`src/rtl/core/ckm_pkg.sv`:
```
// ----------------------------------------------------------------------------
// ckm_pkg: shared types and constants for the circular k-means block
// Holds field widths, controller states, the command and status structs
// between controller and datapath, and the quarter-wave sine function.
// ----------------------------------------------------------------------------
package ckm_pkg;

	localparam int MaxClusters = 8;
	localparam int MaxSamples = 1024;
	localparam int IdxW = 3;
	localparam int AngW = 15;
	localparam int SumW = 25;
	localparam int CntW = 11;
	localparam int PassW = 11;
	localparam int TrigW = 16;
	localparam int DistW = 34;
	localparam int QuarterTurn = 5760;
	localparam int FullTurn = 23040;
	localparam int DivW = 26;

	typedef enum logic [2:0] {
		ST_IDLE,
		ST_SAMPLE_TRIG,
		ST_SCAN,
		ST_ACCUM,
		ST_DIVIDE,
		ST_EMIT
	} ckm_state_t;

	typedef struct packed {
		logic             load_mean;
		logic             sample_trig;
		logic             scan_start;
		logic             scan_step;
		logic             accumulate;
		logic             div_start;
		logic             emit_clear;
		logic [IdxW-1:0]  idx;
	} ckm_cmd_t;

	typedef struct packed {
		logic scan_done;
		logic div_done;
		logic pass_full;
	} ckm_status_t;

	// Quarter-wave sine, Q1.14, f in 0..5760 in 1/64 degree.
	function automatic logic [TrigW-1:0] quarter_sine(input logic [12:0] f);
		logic [63:0] r, r2, t, s;
		begin
			r = 64'(f) * 64'd292818;
			r2 = (r * r) >> 30;
			t = (64'd1 << 30) - r2 / 64'd72;
			t = (64'd1 << 30) - ((r2 * t) >> 30) / 64'd42;
			t = (64'd1 << 30) - ((r2 * t) >> 30) / 64'd20;
			t = (64'd1 << 30) - ((r2 * t) >> 30) / 64'd6;
			s = (r * t) >> 30;
			quarter_sine = TrigW'((s + 64'd32768) >> 16);
		end
	endfunction

endpackage

```
`src/rtl/core/ckm_ctrl.sv`:
```
// ----------------------------------------------------------------------------
// ckm_ctrl: sequencer for load, sample scan and end-of-pass update
// Steps the datapath through trig, scan, accumulate, divide and emit.
// ----------------------------------------------------------------------------
module ckm_ctrl import ckm_pkg::*; (
	input  logic            clk,
	input  logic            arst_n,
	input  logic            in_valid,
	output logic            in_ready,
	input  logic            in_kind,
	input  logic            in_last,
	input  logic [IdxW:0]   n_active,
	input  ckm_status_t     status,
	output ckm_cmd_t        cmd,
	output logic            out_load,
	input  logic            out_free
);

	ckm_state_t state_q, state_d;
	logic [IdxW-1:0] idx_q, idx_d;
	logic last_q, last_d;
	logic [1:0] tw_q, tw_d;
	logic started_q, started_d;

	always_ff @(posedge clk or negedge arst_n) begin
		if (!arst_n) begin
			state_q <= ST_IDLE;
			idx_q <= '0;
			last_q <= 1'b0;
			tw_q <= '0;
			started_q <= 1'b0;
		end else begin
			state_q <= state_d;
			idx_q <= idx_d;
			last_q <= last_d;
			tw_q <= tw_d;
			started_q <= started_d;
		end
	end

	always_comb begin
		state_d = state_q;
		idx_d = idx_q;
		last_d = last_q;
		tw_d = tw_q;
		started_d = started_q;
		cmd = '0;
		cmd.idx = idx_q;
		in_ready = 1'b0;
		out_load = 1'b0;
		case (state_q)
			ST_IDLE: begin
				in_ready = 1'b1;
				if (in_valid) begin
					if (!in_kind) begin
						cmd.load_mean = 1'b1;
					end else if (status.pass_full) begin
						if (in_last) begin
							idx_d = '0;
							started_d = 1'b0;
							state_d = ST_DIVIDE;
						end
					end else begin
						cmd.sample_trig = 1'b1;
						last_d = in_last;
						tw_d = 2'd2;
						state_d = ST_SAMPLE_TRIG;
					end
				end
			end
			ST_SAMPLE_TRIG: begin
				tw_d = tw_q - 2'd1;
				if (tw_q == 2'd1) begin
					cmd.scan_start = 1'b1;
					state_d = ST_SCAN;
				end
			end
			ST_SCAN: begin
				cmd.scan_step = 1'b1;
				if (status.scan_done) state_d = ST_ACCUM;
			end
			ST_ACCUM: begin
				cmd.accumulate = 1'b1;
				idx_d = '0;
				started_d = 1'b0;
				state_d = last_q ? ST_DIVIDE : ST_IDLE;
			end
			ST_DIVIDE: begin
				if (!started_q) begin
					cmd.div_start = 1'b1;
					started_d = 1'b1;
				end else if (status.div_done) begin
					state_d = ST_EMIT;
				end
			end
			ST_EMIT: begin
				if (out_free) begin
					out_load = 1'b1;
					started_d = 1'b0;
					if ({1'b0, idx_q} == n_active - 1'b1) begin
						cmd.emit_clear = 1'b1;
						state_d = ST_IDLE;
					end else begin
						idx_d = idx_q + 1'b1;
						state_d = ST_DIVIDE;
					end
				end
			end
			default: state_d = ST_IDLE;
		endcase
	end

endmodule

```
`config.mk`:
```
export PLATFORM = sky130hd
export DESIGN_NAME = ckm_ctrl
export DESIGN_NICKNAME = d
export VERILOG_FILES = /design/src/rtl/core/ckm_pkg.sv /design/src/rtl/core/ckm_ctrl.sv
export SDC_FILE = /design/constraint.sdc
export NUM_CORES = 1
export LEC_CHECK = 0
export BUFFER_PORTS_ARGS = -buffer_cell sky130_fd_sc_hd__buf_2
export CAP_MARGIN = 30
export CORE_UTILIZATION = 39
export DETAILED_ROUTE_END_ITERATION = 16
export PLACE_DENSITY_LB_ADDON = 0.15
export SLEW_MARGIN = 0
export SYNTH_ARGS = -nofsm -noshare
export SYNTH_HDL_FRONTEND = slang
export SYNTH_SLANG_ARGS = --single-unit
```
`constraint.sdc`:
```
create_clock -name clk -period 1.9 [get_ports clk]
set_input_delay 0 -clock clk [delete_from_list [all_inputs] [get_ports clk]]
set_output_delay 0 -clock clk [all_outputs]
set_load 0.02 [all_outputs]
```
==> reports/results.ini <==
[run_status]
status = completed

[clock_tree]
cts-root-buf = clkbuf_4
cts_resized = 0
clock_sinks = 10
cts_tree = yes
cts.clk_slew.worst_paths_ps = 60
cts_buffers = 3
cts_buffer_depth = 2
clock_latency_ps = 260
cts.htree.levels = 1

[worst_setup_path]
r2r-end = state_q[2]$_DFFE_PN0P_
r2r_cells = 4
crit_end = state_q[2]$_DFFE_PN0P_
crit_fanout = 15
critical_path_class = reg2reg
critical_path_arrival_ps = 1740
r2r_slack_ps = 300
r2r-start = state_q[2]$_DFFE_PN0P_
required_ps = 2030
end_kind = flop
crit_start = state_q[2]$_DFFE_PN0P_
startpoint_type = flop

[layout]
drive_gt1_frac = 0.319
fin_cells = 143
final_core_util = 0.497
syn_to_final_growth_pct = 20.9
fillCellCount = 216
diodes = 0
nets = 134

[place]
place_inst = 139
dp_hpwl_mm = 1.35
gp_congestion = 0.780
port_buffers = 24

[floorplanning]
die_y_um = 47.5
start_util = 0.411
row_count = 16
die_w_um = 47.5
die_area_sq_mm = 0.00226
coreArea_sq_mm = 0.00196
ios = 25

[power_and_ir_drop]
design_power_total_mw = 1.32
power_leakage_nw = 0.497
peakVddDrop_mv = 0.831
p_per_area_mw_per_mm2 = 1350

[drt]
postRouteAntennaNets = 0
drt_iter0_markers = 11
vias_per_cell = 5.34
wl_per_cell_um = 11.8
firstDrtPassIters = 5
drc_errors = 0
wl_mm = 1.68
vias = 764

[synth]
syn_area_sq_um = 807
ys_seq_area_frac = 0.310
ys_seq_elements = 10
syn_inst = 91
yosysWarnings = 0
syn_avg_cell_area_sq_um = 8.87
yosysUniqueCellTypes = 43
synth_nets = 107

[timing]
tns_ps = 0
final_hold_viol_count = 0
maxSlewViolCount = 0
finalCriticalPeriod_ps = 1600
clock.fmax_mhz = 623
fin_skew_ps = 0.883
tightest_slew_ps = 459
hold_ws_ps = 33.6
setup_violations = 0
finalCritPeriodShare = 0.845
slew-limit-headroom = 0.694
rsz0062_at_grt = no

[global_routing]
met3_usage = 0.0566
grt_pass1_wl_mm = 2.66
grt_busiest_layer = met2
grtUsageMet2 = 0.277
grt_start_max_net_pins = 18
grt_use_total = 0.167
grt_pass1_vias = 633
antenna_found_initial = 0
grtUsageMet1 = 0.219
grt_overflow_total = 0

[hold_path]
min_path_type = in2reg

[job]
drv_cap = 0

critical path, cell delays in order (launching register included):
cell      delay (ps)
dfrtp_1          520
a211o_1          330
a21oi_1          330
or3_1            210
o221ai_2          80
cells in the mapped netlist, drive strengths merged:
cell type	count	share of area
xor2	2	0.022
a211o	1	0.011
ha	3	0.047
buf	3	0.022
a211oi	1	0.0093
dfrtp	10	0.31
or2	3	0.023
nor2b	3	0.023
o211a	1	0.012
xnor2	1	0.011
a21boi	1	0.0093
nand3b	1	0.0093
nand3	2	0.012
mux2i	3	0.037
nor2	7	0.036
a31oi	1	0.0078
o22ai	1	0.0078
nor3b	1	0.0093
a21oi	3	0.019
and3	1	0.0078
and2	2	0.016
o21a	1	0.0093
o21ai	10	0.076
nor3	2	0.019
mux2	1	0.014
or3b	2	0.022
o211ai	3	0.040
inv	6	0.028
o221ai	2	0.029
or3	1	0.0078
and3b	3	0.033
nor4	1	0.0078
or4b	1	0.012
nand2	4	0.019
nand2b	3	0.023
registers in the layout, summed over array words and instances, names as in the netlist:
signal	flops
tw_q	2
idx_q	3
last_q	1
state_q	3
started_q	1
stage by stage:
stage                     instance area [sq um]  worst slack (ps)
after floorplan                             807               123
after global placement                      943               362
after detailed placement                    943               325
after CTS                                   976               308
after global routing                        976               162
final                                       976               295
how the worst min path moves through the flow:
stage,start,to,cells after the start
floorplan,arst_n,idx_q[0]$_DFFE_PN0P_,0
global placement,arst_n,started_q$_DFFE_PN0P_,1
detailed placement,arst_n,started_q$_DFFE_PN0P_,1
CTS,in_last,last_q$_DFFE_PN0P_,2
global route,in_last,last_q$_DFFE_PN0P_,2
finish,in_last,last_q$_DFFE_PN0P_,2
where the power goes:
part	total (mW)	internal, mW	switching (mW)
Combinational	0.730	0.314	0.417
Clock	0.135	0.0726	0.0628
Sequential	0.455	0.307	0.148
layer usage:
| metal | wire, um | part of all wire |
|---|---|---|
| met1 | 783 | 0.47 |
| met2 | 812 | 0.48 |
| met4 | 9 | 0.0053 |
| met3 | 77 | 0.046 |
| met5 | 0 | 0 |
cell usage in the layout (no fill, tap or decap), types with 2 or more instances in the layout:
master / instances
xor2_1: 2
o21ai_0: 8
a21oi_1: 3
ha_1: 3
nand2b_1: 3
or2_2: 2
and3b_1: 3
nand3_1: 2
or3b_1: 2
and2_1: 2
nand2_1: 4
nor2_1: 6
buf_2: 24
inv_1: 6
nor2b_1: 3
o211ai_2: 2
clkbuf_4: 3
mux2i_1: 3
dfrtp_1: 10
cell type report:
cell class | count | area [sq um] | area share
inverters | 6 | 22.5 | 0.0231
flip-flops and latches | 10 | 250 | 0.256
repair buffers | 25 | 130 | 0.133
multi-input cells | 72 | 517 | 0.529
clock buffers | 3 | 22.5 | 0.0231
well taps | 27 | 33.8 | 0.0346
cell families after synthesis:
kind of cell,Yosys count,synth area share
compound gates,25,0.231
xor+xnor,3,0.0326
fa+ha+maj,3,0.0465
buf+inv,9,0.0496
flops,10,0.310
mux,4,0.0512
simple gates,37,0.279
what timing repair did:
item | in CTS | in global routing
endpoints found under the setup margin | 0 | 0
setup buffers | 0 | 0
endpoints found under the hold margin | 10 | 0
hold buffers | 1 | 0
Power figures use the tool's default switching activity.
